<file path="src/rtl/itrd_pkg.sv">
// shared constants, types and the digit-to-character function for the radix converter
package itrd_pkg;

  localparam int unsigned ValueW       = 32;
  localparam int unsigned RadixW       = 6;
  localparam int unsigned CharW        = 7;
  localparam int unsigned MaxDigits    = 32;
  localparam int unsigned IdxW         = $clog2(MaxDigits);
  localparam int unsigned CntW         = IdxW + 1;
  localparam int unsigned RemW         = 5;
  localparam int unsigned BitCntW      = $clog2(ValueW);

  localparam logic [RadixW-1:0] RadixLowest  = RadixW'(2);
  localparam logic [RadixW-1:0] RadixHighest = RadixW'(32);
  localparam logic [RadixW-1:0] RadixReset   = RadixW'(10);
  localparam logic [CharW-1:0]  CharDigitZero = CharW'(48);
  localparam logic [CharW-1:0]  CharLetterA   = CharW'(65);

  // divider handshake towards the sequencer
  typedef struct packed {
    logic                start;
    logic [ValueW-1:0]   dividend;
    logic [RadixW-1:0]   divisor;
  } div_req_t;

  typedef struct packed {
    logic                busy;
    logic                done;
    logic [ValueW-1:0]   quotient;
    logic [RemW-1:0]     remainder;
  } div_rsp_t;

  // ascii for one digit value: '0'..'9' then 'A' onward
  function automatic logic [CharW-1:0] digit_char(logic [RemW-1:0] d);
    logic [CharW-1:0] dx;
    dx = CharW'(d);
    if (d >= RemW'(10)) begin
      digit_char = CharLetterA + dx - CharW'(10);
    end else begin
      digit_char = CharDigitZero + dx;
    end
  endfunction

endpackage

</file>
<file path="src/rtl/integer_to_radix_digits_core.sv">
// top level: radix register, digit sequencer, digit store and shared divider
//
// Converts an unsigned 32-bit value into ASCII digits in the radix held in the
// radix register (2..32; letters from 'A' for digits of ten and up). A
// transaction is taken when start is high and busy is low. Each digit costs
// one pass of the bit-serial divider, and the stored digits are then read
// back most significant first; radix 10 needs at most 10 digits, radix 2 up
// to 32. Results appear on character_o, last_o and bad_radix_o for exactly
// one cycle with result_valid_o high and cannot be held off. A zero value
// gives one '0'. With the radix outside 2..32 a single result with character
// 0, last and bad_radix set follows in the cycle after the transaction.
// Write the radix only while busy is low and no result is due.
module integer_to_radix_digits_core (
  input  logic                          clk_i,
  input  logic                          rst_ni,
  input  logic                          start,
  output logic                          busy,
  input  logic [itrd_pkg::ValueW-1:0]   value_i,
  input  logic                          radix_we_i,
  input  logic [itrd_pkg::RadixW-1:0]   radix_wdata_i,
  output logic                          result_valid_o,
  output logic [itrd_pkg::CharW-1:0]    character_o,
  output logic                          last_o,
  output logic                          bad_radix_o
);

  typedef enum logic [3:0] {
    StIdle   = 4'b0001,
    StDivide = 4'b0010,
    StRead   = 4'b0100,
    StOut    = 4'b1000
  } state_e;

  state_e                       state_q, state_d;
  logic [itrd_pkg::RadixW-1:0]  radix_q;
  logic [itrd_pkg::CntW-1:0]    cnt_q, cnt_d;
  logic [itrd_pkg::IdxW-1:0]    ptr_q, ptr_d;
  logic                         valid_q, valid_d;
  logic [itrd_pkg::CharW-1:0]   char_q, char_d;
  logic                         last_q, last_d;
  logic                         bad_q, bad_d;
  logic                         accept;
  logic                         radix_ok;
  logic                         more;
  logic [itrd_pkg::CntW-1:0]    cnt_inc;
  logic                         ram_we;
  logic [itrd_pkg::CharW-1:0]   ram_rdata;
  itrd_pkg::div_req_t           div_req;
  itrd_pkg::div_rsp_t           div_rsp;

  assign accept   = start && !busy;
  assign radix_ok = (radix_q >= itrd_pkg::RadixLowest) && (radix_q <= itrd_pkg::RadixHighest);
  assign cnt_inc  = cnt_q + itrd_pkg::CntW'(1);
  assign more     = (div_rsp.quotient != '0) && (cnt_inc < itrd_pkg::CntW'(itrd_pkg::MaxDigits));
  assign ram_we   = (state_q == StDivide) && div_rsp.done;

  // radix register
  always_ff @(posedge clk_i or negedge rst_ni) begin
    if (!rst_ni) begin
      radix_q <= itrd_pkg::RadixReset;
    end else if (radix_we_i) begin
      radix_q <= radix_wdata_i;
    end
  end

  // sequencer: divide digit by digit, then read the store back in reverse
  always_comb begin
    state_d          = state_q;
    cnt_d            = cnt_q;
    ptr_d            = ptr_q;
    valid_d          = 1'b0;
    char_d           = char_q;
    last_d           = last_q;
    bad_d            = bad_q;
    div_req.start    = 1'b0;
    div_req.dividend = div_rsp.quotient;
    div_req.divisor  = radix_q;
    case (state_q)
      StIdle: begin
        if (accept) begin
          if (radix_ok) begin
            div_req.start    = 1'b1;
            div_req.dividend = value_i;
            cnt_d            = '0;
            state_d          = StDivide;
          end else begin
            valid_d = 1'b1;
            char_d  = '0;
            last_d  = 1'b1;
            bad_d   = 1'b1;
          end
        end
      end
      StDivide: begin
        if (div_rsp.done) begin
          cnt_d = cnt_inc;
          if (more) begin
            div_req.start = 1'b1;
          end else begin
            ptr_d   = cnt_q[itrd_pkg::IdxW-1:0];
            state_d = StRead;
          end
        end
      end
      StRead: begin
        state_d = StOut;
      end
      StOut: begin
        valid_d = 1'b1;
        char_d  = ram_rdata;
        last_d  = (ptr_q == '0);
        bad_d   = 1'b0;
        if (ptr_q == '0) begin
          state_d = StIdle;
        end else begin
          ptr_d   = ptr_q - itrd_pkg::IdxW'(1);
          state_d = StRead;
        end
      end
      default: begin
        state_d = StIdle;
      end
    endcase
  end

  // control registers
  always_ff @(posedge clk_i or negedge rst_ni) begin
    if (!rst_ni) begin
      state_q <= StIdle;
      cnt_q   <= '0;
      ptr_q   <= '0;
      valid_q <= 1'b0;
    end else begin
      state_q <= state_d;
      cnt_q   <= cnt_d;
      ptr_q   <= ptr_d;
      valid_q <= valid_d;
    end
  end

  // result payload
  always_ff @(posedge clk_i) begin
    char_q <= char_d;
    last_q <= last_d;
    bad_q  <= bad_d;
  end

  // shared divider
  itrd_div u_div (
    .clk_i  (clk_i),
    .rst_ni (rst_ni),
    .req_i  (div_req),
    .rsp_o  (div_rsp)
  );

  // digit store, least significant digit at entry 0
  itrd_ram #(
    .Width (itrd_pkg::CharW),
    .Depth (itrd_pkg::MaxDigits)
  ) u_store (
    .clk_i   (clk_i),
    .we_i    (ram_we),
    .waddr_i (cnt_q[itrd_pkg::IdxW-1:0]),
    .wdata_i (itrd_pkg::digit_char(div_rsp.remainder)),
    .raddr_i (ptr_q),
    .rdata_o (ram_rdata)
  );

  assign busy           = (state_q != StIdle);
  assign result_valid_o = valid_q;
  assign character_o    = char_q;
  assign last_o         = last_q;
  assign bad_radix_o    = bad_q;

  // digit count never passes the store depth
  assert property (@(posedge clk_i) disable iff (!rst_ni)
    cnt_q <= itrd_pkg::CntW'(itrd_pkg::MaxDigits))
    else $error("digit count beyond store depth");

  // no result is shown while the divider is still working
  assert property (@(posedge clk_i) disable iff (!rst_ni)
    div_rsp.busy |-> !result_valid_o)
    else $error("result during division");

  // a bad-radix result is a lone, last, zero character
  assert property (@(posedge clk_i) disable iff (!rst_ni)
    (result_valid_o && bad_radix_o) |-> (last_o && character_o == '0))
    else $error("malformed bad-radix result");

  // a transaction with a bad radix gives its result on the next cycle
  assert property (@(posedge clk_i) disable iff (!rst_ni)
    (accept && !radix_ok) |=> (result_valid_o && bad_radix_o && !busy))
    else $error("bad-radix transaction not answered");

endmodule

</file>
<file path="src/rtl/itrd_ram.sv">
// generic single-port-write, registered-read ram
module itrd_ram #(
  parameter int unsigned Width = 8,
  parameter int unsigned Depth = 32
) (
  input  logic                     clk_i,
  input  logic                     we_i,
  input  logic [$clog2(Depth)-1:0] waddr_i,
  input  logic [Width-1:0]         wdata_i,
  input  logic [$clog2(Depth)-1:0] raddr_i,
  output logic [Width-1:0]         rdata_o
);

  logic [Width-1:0] mem_q [Depth];
  logic [Width-1:0] rdata_q;

  // write port
  always_ff @(posedge clk_i) begin
    if (we_i) begin
      mem_q[waddr_i] <= wdata_i;
    end
  end

  // registered read port
  always_ff @(posedge clk_i) begin
    rdata_q <= mem_q[raddr_i];
  end

  assign rdata_o = rdata_q;

endmodule

</file>
<file path="src/rtl/itrd_div.sv">
// restoring divider, one quotient bit per cycle, 32-bit dividend by 6-bit divisor
module itrd_div (
  input  logic              clk_i,
  input  logic              rst_ni,
  input  itrd_pkg::div_req_t req_i,
  output itrd_pkg::div_rsp_t rsp_o
);

  logic                               busy_q, busy_d;
  logic                               done_q, done_d;
  logic [itrd_pkg::BitCntW-1:0]       bit_q, bit_d;
  logic [itrd_pkg::ValueW-1:0]        dvd_q, dvd_d;
  logic [itrd_pkg::RemW-1:0]          rem_q, rem_d;
  logic [itrd_pkg::RadixW-1:0]        dsr_q, dsr_d;
  logic [itrd_pkg::RadixW-1:0]        rem_shift;
  logic                               fits;

  // shift next dividend bit into the partial remainder and trial-subtract
  assign rem_shift = {rem_q, dvd_q[itrd_pkg::ValueW-1]};
  assign fits      = (rem_shift >= dsr_q);

  always_comb begin
    busy_d = busy_q;
    done_d = 1'b0;
    bit_d  = bit_q;
    dvd_d  = dvd_q;
    rem_d  = rem_q;
    dsr_d  = dsr_q;
    if (req_i.start) begin
      busy_d = 1'b1;
      bit_d  = '1;
      dvd_d  = req_i.dividend;
      rem_d  = '0;
      dsr_d  = req_i.divisor;
    end else if (busy_q) begin
      dvd_d = {dvd_q[itrd_pkg::ValueW-2:0], fits};
      rem_d = fits ? itrd_pkg::RemW'(rem_shift - dsr_q) : rem_shift[itrd_pkg::RemW-1:0];
      bit_d = bit_q - itrd_pkg::BitCntW'(1);
      if (bit_q == '0) begin
        busy_d = 1'b0;
        done_d = 1'b1;
      end
    end
  end

  // control state
  always_ff @(posedge clk_i or negedge rst_ni) begin
    if (!rst_ni) begin
      busy_q <= 1'b0;
      done_q <= 1'b0;
      bit_q  <= '0;
    end else begin
      busy_q <= busy_d;
      done_q <= done_d;
      bit_q  <= bit_d;
    end
  end

  // datapath
  always_ff @(posedge clk_i) begin
    dvd_q <= dvd_d;
    rem_q <= rem_d;
    dsr_q <= dsr_d;
  end

  assign rsp_o.busy      = busy_q;
  assign rsp_o.done      = done_q;
  assign rsp_o.quotient  = dvd_q;
  assign rsp_o.remainder = rem_q;

endmodule
</file>
<file path="config.mk">
export PLATFORM = sky130hd
export DESIGN_NAME = integer_to_radix_digits_core
export DESIGN_NICKNAME = d
export VERILOG_FILES = /design/src/rtl/itrd_pkg.sv /design/src/rtl/integer_to_radix_digits_core.sv /design/src/rtl/itrd_ram.sv /design/src/rtl/itrd_div.sv
export SDC_FILE = /design/constraint.sdc
export NUM_CORES = 1
export LEC_CHECK = 0
export BUFFER_PORTS_ARGS = -buffer_cell sky130_fd_sc_hd__buf_2
export CAP_MARGIN = 5
export CORE_UTILIZATION = 30
export CTS_CLUSTER_DIAMETER = 30
export DETAILED_ROUTE_END_ITERATION = 12
export GPL_ROUTABILITY_DRIVEN = 0
export PLACE_DENSITY = 0.43
export SLEW_MARGIN = 20
export SYNTH_ARGS = -nofsm -noshare
export SYNTH_HDL_FRONTEND = slang
export SYNTH_SLANG_ARGS = --single-unit
</file>
<file path="constraint.sdc">
create_clock -name clk_i -period 6.95 [get_ports clk_i]
set_input_delay 1.7375 -clock clk_i [delete_from_list [all_inputs] [get_ports clk_i]]
set_output_delay 1.7375 -clock clk_i [all_outputs]
set_load 0.005 [all_outputs]
</file>
==> Word level (Yosys, flattened, before mapping) <==
Memories as Yosys holds them, arrays and structs flattened. A register that Yosys moved wholly into a read port is not among the register bits.
Index checks and enable logic that the tools add are counted.
{ "totals": {"reg_bits": 81, "ramBits": 224, "n_memories": 1, "elab_cells": 102} }
{ "memory_table": {"columns": ["memory", "words", "word_bits", "rd", "rd_ports_with_merged_regs", "wr", "line_no", "rtl"], "rows": [
  ["u_store.mem_q", 32, 7, 1, 1, 1, "itrd_ram.sv:14", "logic [Width-1:0] mem_q [Depth];"]
]} }
{ "classes": {"reduce_logical": 17, "order_cmp": 5, "n_eq_ne": 14, "n_addsub": 7, "mux": 44} }
{ "ops": {"columns": ["operator", "count"], "rows": [
  ["two-way mux 32 bit", 3],
  ["two-way mux 33 bit", 2],
  ["nonzero test 32 bit", 1],
  ["two-way mux 5 bit", 6],
  ["two-way mux 7 bit", 3],
  ["two-way mux 6 bit", 3],
  ["two-way mux 4 bit", 4],
  ["one-hot mux 4 bit (4 select lines)", 1],
  ["AND reduction 4 bit", 4],
  ["two-way mux 1 bit", 14],
  ["inequality test 2 bit (second input constant)", 7],
  ["one-hot mux 7 bit (2 select lines)", 1],
  ["one-hot mux 6 bit (2 select lines)", 1],
  ["zero test 5 bit", 2],
  ["one-hot mux 5 bit (2 select lines)", 1],
  ["subtractor 5 x 1 -> 5 bit (second input constant)", 2],
  ["one-hot mux 1 bit (2 select lines)", 4],
  ["nonzero test 2 bit", 4],
  ["adder 6 x 5 -> 7 bit (first input constant)", 1],
  ["adder 7 x 5 -> 7 bit (first input constant)", 1],
  ["subtractor 7 x 4 -> 7 bit (second input constant)", 1],
  ["adder 6 x 1 -> 6 bit (second input constant)", 1],
  [">= comparator 6 x 2 -> 1 bit (second input constant)", 1],
  [">= comparator 6 bit", 1],
  ["other kinds (14)", 18]
]} }

==> Logic depth before layout (Yosys ltp) <==
{ "logic_depth": {"depth_word": 8, "mapped_depth": 11, "ltp_nobuf": 8} }

==> Hierarchy <==
A second synthesis with hierarchy kept.
{ "hier_totals": {"hier_cells": 741, "hier_area_um2": 13327.8} }
{ "modules_own_cells": {"columns": ["mod", "cells_per_inst", "area_each_um2", "n_inst"], "rows": [
  ["itrd_ram", 370, 8833.5, 1],
  ["itrd_div", 170, 2364.8, 1],
  ["integer_to_radix_digits_core", 201, 2129.5, 1]
]} }

==> Least setup slack after synthesis <==
No wires, ideal clock.
{ "synth_timing": {"path_kind": "input to register", "start": "input port start", "end": "register u_div.dvd_q[0] in the netlist's numbering (enable)", "required_time_ns": 6.518, "t_arrival_ns": 3.973, "setup_slack_ns": 2.545, "setup_time_ns": 0.432, "path_stages": 5, "cell_sequence": "and4_1 > buf_2 > clkbuf_1 > nor2_1 > a21oi_1"} }
{ "synth_via": {"elab_chain_len": 5} }
{ "synth_rtl": {"columns": ["element", "line_no", "rtl"], "rows": [
  ["start: declaration", "integer_to_radix_digits_core.sv:16", "input logic start,"],
  ["logical AND 1 bit (*)", "integer_to_radix_digits_core.sv:51", "assign accept = start && !busy;"],
  ["two-way mux 33 bit", "integer_to_radix_digits_core.sv:80", "if (accept) begin"],
  ["one-hot mux 1 bit (2 select lines)", "integer_to_radix_digits_core.sv:78", "case (state_q)"],
  ["inequality test 2 x 1 -> 1 bit (no line), or another cell as far along", null, null],
  ["AND reduction 4 bit (no line) (*)", null, null],
  ["end signal: assignment", "itrd_div.sv:61", "dvd_q <= dvd_d;"],
  ["end: declaration", "itrd_div.sv:12", "logic [itrd_pkg::ValueW-1:0] dvd_q, dvd_d;"]
]} }
Every way passes the cells marked *; elsewhere a longest branch is shown, timed or not. The select of a mux whose other input is x is not followed.
A chain may end at the register's enable or synchronous reset.

==> Worst setup path in the final report <==
{ "layout_timing": {"start": "register state_q[2]", "end": "memory u_store.mem_q[19][5] in the netlist's numbering (enable)"} }
{ "layout_via": {"elab_chain_len": 4} }
{ "layout_rtl": {"columns": ["element", "line_no", "rtl"], "rows": [
  ["start: declaration", "integer_to_radix_digits_core.sv:34", "state_e state_q, state_d;"],
  ["start signal: assignment", "integer_to_radix_digits_core.sv:129", "state_q <= StIdle;"],
  ["start signal: assignment", "integer_to_radix_digits_core.sv:134", "state_q <= state_d;"],
  ["equality test 4 x 2 -> 1 bit", "integer_to_radix_digits_core.sv:55", "assign ram_we = (state_q == StDivide) && div_rsp.done;"],
  ["logical AND 1 bit", "integer_to_radix_digits_core.sv:55", null],
  ["two-way mux 1 bit", "itrd_ram.sv:19", "if (we_i) begin"],
  ["two-way mux 1 bit (implied by the code)", "itrd_ram.sv:20", "mem_q[waddr_i] <= wdata_i;"],
  ["end: declaration", "itrd_ram.sv:14", null]
]} }
No other way between the ends.

==> impl_metrics.ini <==
[timing]
timing.final.crit_share_pct = 47.3
rsz0062_at_grt = false
maxSlewViolCount = 0
fin_hold_ws_ns = 0.471
post-route-min-period_ns = 3.29
hold_viol = 0
relSlewSlack_pct = 29.4
setup_viol = 0
layout_setup_ws_ns = 3.66
setup_tns_ns = 0
fmax_ghz = 0.304
worst_slew_pin_slew_ns = 1.06
finClkSkew_ns = 0.0286

[clock_network]
cts_tree = yes
clkLatencyLatePin_ns = 0.58
cts-buffers-inserted = 72
h-tree-depth = 3
cts-resized-gates = 0
cts_max_path_buffers = 3
cts-root-buf = clkbuf_16
post_cts_buffers = 0
cts.clk_slew.worst_paths_ns = 0.05
cts_hold_buf = 0
clock-sinks = 312

[placed_design]
postPlaceCellArea_mm2 = 0.0137
numPortBuffers = 52
place_hpwl_mm = 17.9
place_ws_ns = 3.10

[worst_setup_path]
reg2reg_slack_ns = 3.66
worstPathCellList = nor4b_2 -> and2_1 -> nand2_1 -> nor2_1
worstPathArrival_ns = 3.47
crit_fanout = 14
crit_type = register to register
cp_slowest_cell = nor2_1
setup.worst_path.end = u_store.mem_q[19][5]$_DFFE_PP_
crit_buf_inv = 0
r2r-start = state_q[2]$_DFFE_PN0P_
critical_path.max_stage_delay_ns = 0.78
crit_path_end_kind = register
rr_worst_depth = 4
reg2reg_to = u_store.mem_q[19][5]$_DFFE_PP_
startpoint = state_q[2]$_DFFE_PN0P_
startpoint_type = register
crit_family = simple AND/OR/NAND/NOR gates
worstSetupPathDepth = 4
worstPathRequired_ns = 7.13

[synthesis]
ys.flop_type = edfxtp_1
synth_common_cells = edfxtp_1, nor2_1, mux4_2
syn_area_mm2 = 0.0128
synth-edff-count = 271
synth.distinct_cells = 59
syn_inst = 763
synth_area_leaders = edfxtp_1, mux4_2, dfrtp_1
syn_nets = 821
yosys.area.top_type_share_pct = 63.4
ys_warn_count = 0
seq_area_frac_synth_pct = 71.0
synth.most_common_cell = edfxtp_1
synth.avg_cell_area_um2 = 16.8
synth_largest_area_cell = edfxtp_1
synth-async-reset-ratio_pct = 9.29
synth-seq-cells = 312

[routing]
routedWlPerCell_um = 20.1
ant_nets = 0
vias = 7056
dr.first_iter.drc_count = 387
drt-vias-per-instance = 4.86
drc = 0
first_pass_iters = 5
wl_mm = 29.2

[floorplanning]
die_h_um = 209
io_pins = 53
core_mm2 = 0.0420
start_util_pct = 30.5
rows = 75
die_area_mm2 = 0.0436
die_w_um = 209

[grt]
grt_overflow = 0
grt.total_usage_pct = 13.9
grt_max_degree = 53
grt_pass1_wl_mm = 45.3
grt_pass1_vias = 7436
antenna_found_initial = 0

[power_and_ir_drop]
p_per_area_mw_per_mm2 = 419
p_leak_nw = 5.46
peakVddDrop_v = 0.000245

[job]
maxCapViolations = 0

[final_layout]
fin_util_pct = 38.2
final_area_mm2 = 0.0161
diodes = 0
nets = 913
areaGrowthSynthToFinish_pct = 25.1
drive_gt1_share_pct = 28.5

[min_path]
min_path_type = register to register

[status]
status = finished clean
[state kept, by name, summed over array words and instances (netlist names), 6 cells and up]
signal / count
u_div.dvd_q: 32
radix_q: 6
cnt_q: 6
u_store.mem_q: 224
u_store.rdata_o: 7
u_div.dsr_q: 6
character_o: 7
[placed cells by master (no fill, tap or decap), types with 6 or more instances in the layout]
master	instances
buf_2	52
nand2_1	36
and2_1	10
dfrtp_1	24
clkbuf_1	18
clkinvlp_4	9
inv_1	21
clkinv_1	7
o221ai_1	15
a22o_1	38
buf_4	12
mux2i_1	16
bufinv_16	6
mux4_2	49
a221oi_1	7
nor3_1	6
o21ai_0	14
clkbuf_16	72
nor4_1	9
or2_2	8
nand2b_1	6
dfxtp_1	12
ha_1	15
clkinv_2	7
mux2_2	7
o22ai_1	7
nor2_1	54
edfxtp_1	271
a21oi_1	16
[worst min path at each step]
stage / from / to / slack (ns) / depth (start not counted)
floorplan: radix_q[0]$_DFFE_PN0P_ / u_div.dsr_q[0]$_DFFE_PN_ / 0.43 / 0
global placement: radix_q[0]$_DFFE_PN0P_ / u_div.dsr_q[0]$_DFFE_PN_ / 0.46 / 0
detailed placement: radix_q[0]$_DFFE_PN0P_ / u_div.dsr_q[0]$_DFFE_PN_ / 0.46 / 0
CTS: radix_q[0]$_DFFE_PN0P_ / u_div.dsr_q[0]$_DFFE_PN_ / 0.47 / 0
global route: radix_q[0]$_DFFE_PN0P_ / u_div.dsr_q[0]$_DFFE_PN_ / 0.49 / 0
finish: radix_q[0]$_DFFE_PN0P_ / u_div.dsr_q[0]$_DFFE_PN_ / 0.47 / 0
[power by group]
group	internal, mW	switching, mW
Sequential	2.54	0.135
Combinational	0.274	0.570
Clock	2.15	1.06
Total	4.96	1.77
[cell families (layout without fill, tap and decap cells)]
| logic type | after synthesis | count (layout) | synth area share, % |
|---|---|---|---|
| muxes | 72 | 72 | 10.5 |
| adders and majority gates | 16 | 16 | 1.62 |
| and+or+nand+nor | 158 | 158 | 6.34 |
| xor gates and xnor gates | 11 | 11 | 0.751 |
| DFF | 312 | 312 | 71.0 |
| AOI/OAI and AO/OA | 126 | 126 | 7.45 |
| buffers and inverters | 68 | 218 | 2.40 |
[layout make-up]
cell class	instances	area [um2]
Fill cell	3973	26000
Timing Repair Buffer	64	350
Sequential cell	312	9110
Inverter	22	82.6
Clock buffer	90	1870
Tap cell	539	674
Multi-Input combinational cell	383	3460
Clock inverter	42	499
[metrics by stage]
step	std cells	power (mW)
global route	1452	7.03
floorplan	763	3.17
global placement	1320	3.55
detailed placement	1320	3.57
finish	1452	6.73
CTS	1452	6.82
[metal layers]
metal	wire length [um]	GRT usage, %	part of all wire (%)
met5	0	0	0
met4	684	5.65	2.3
met3	1330	3.37	4.5
met2	13700	21.3	47
met1	13500	18.9	46
Power figures use the tool's default switching activity.
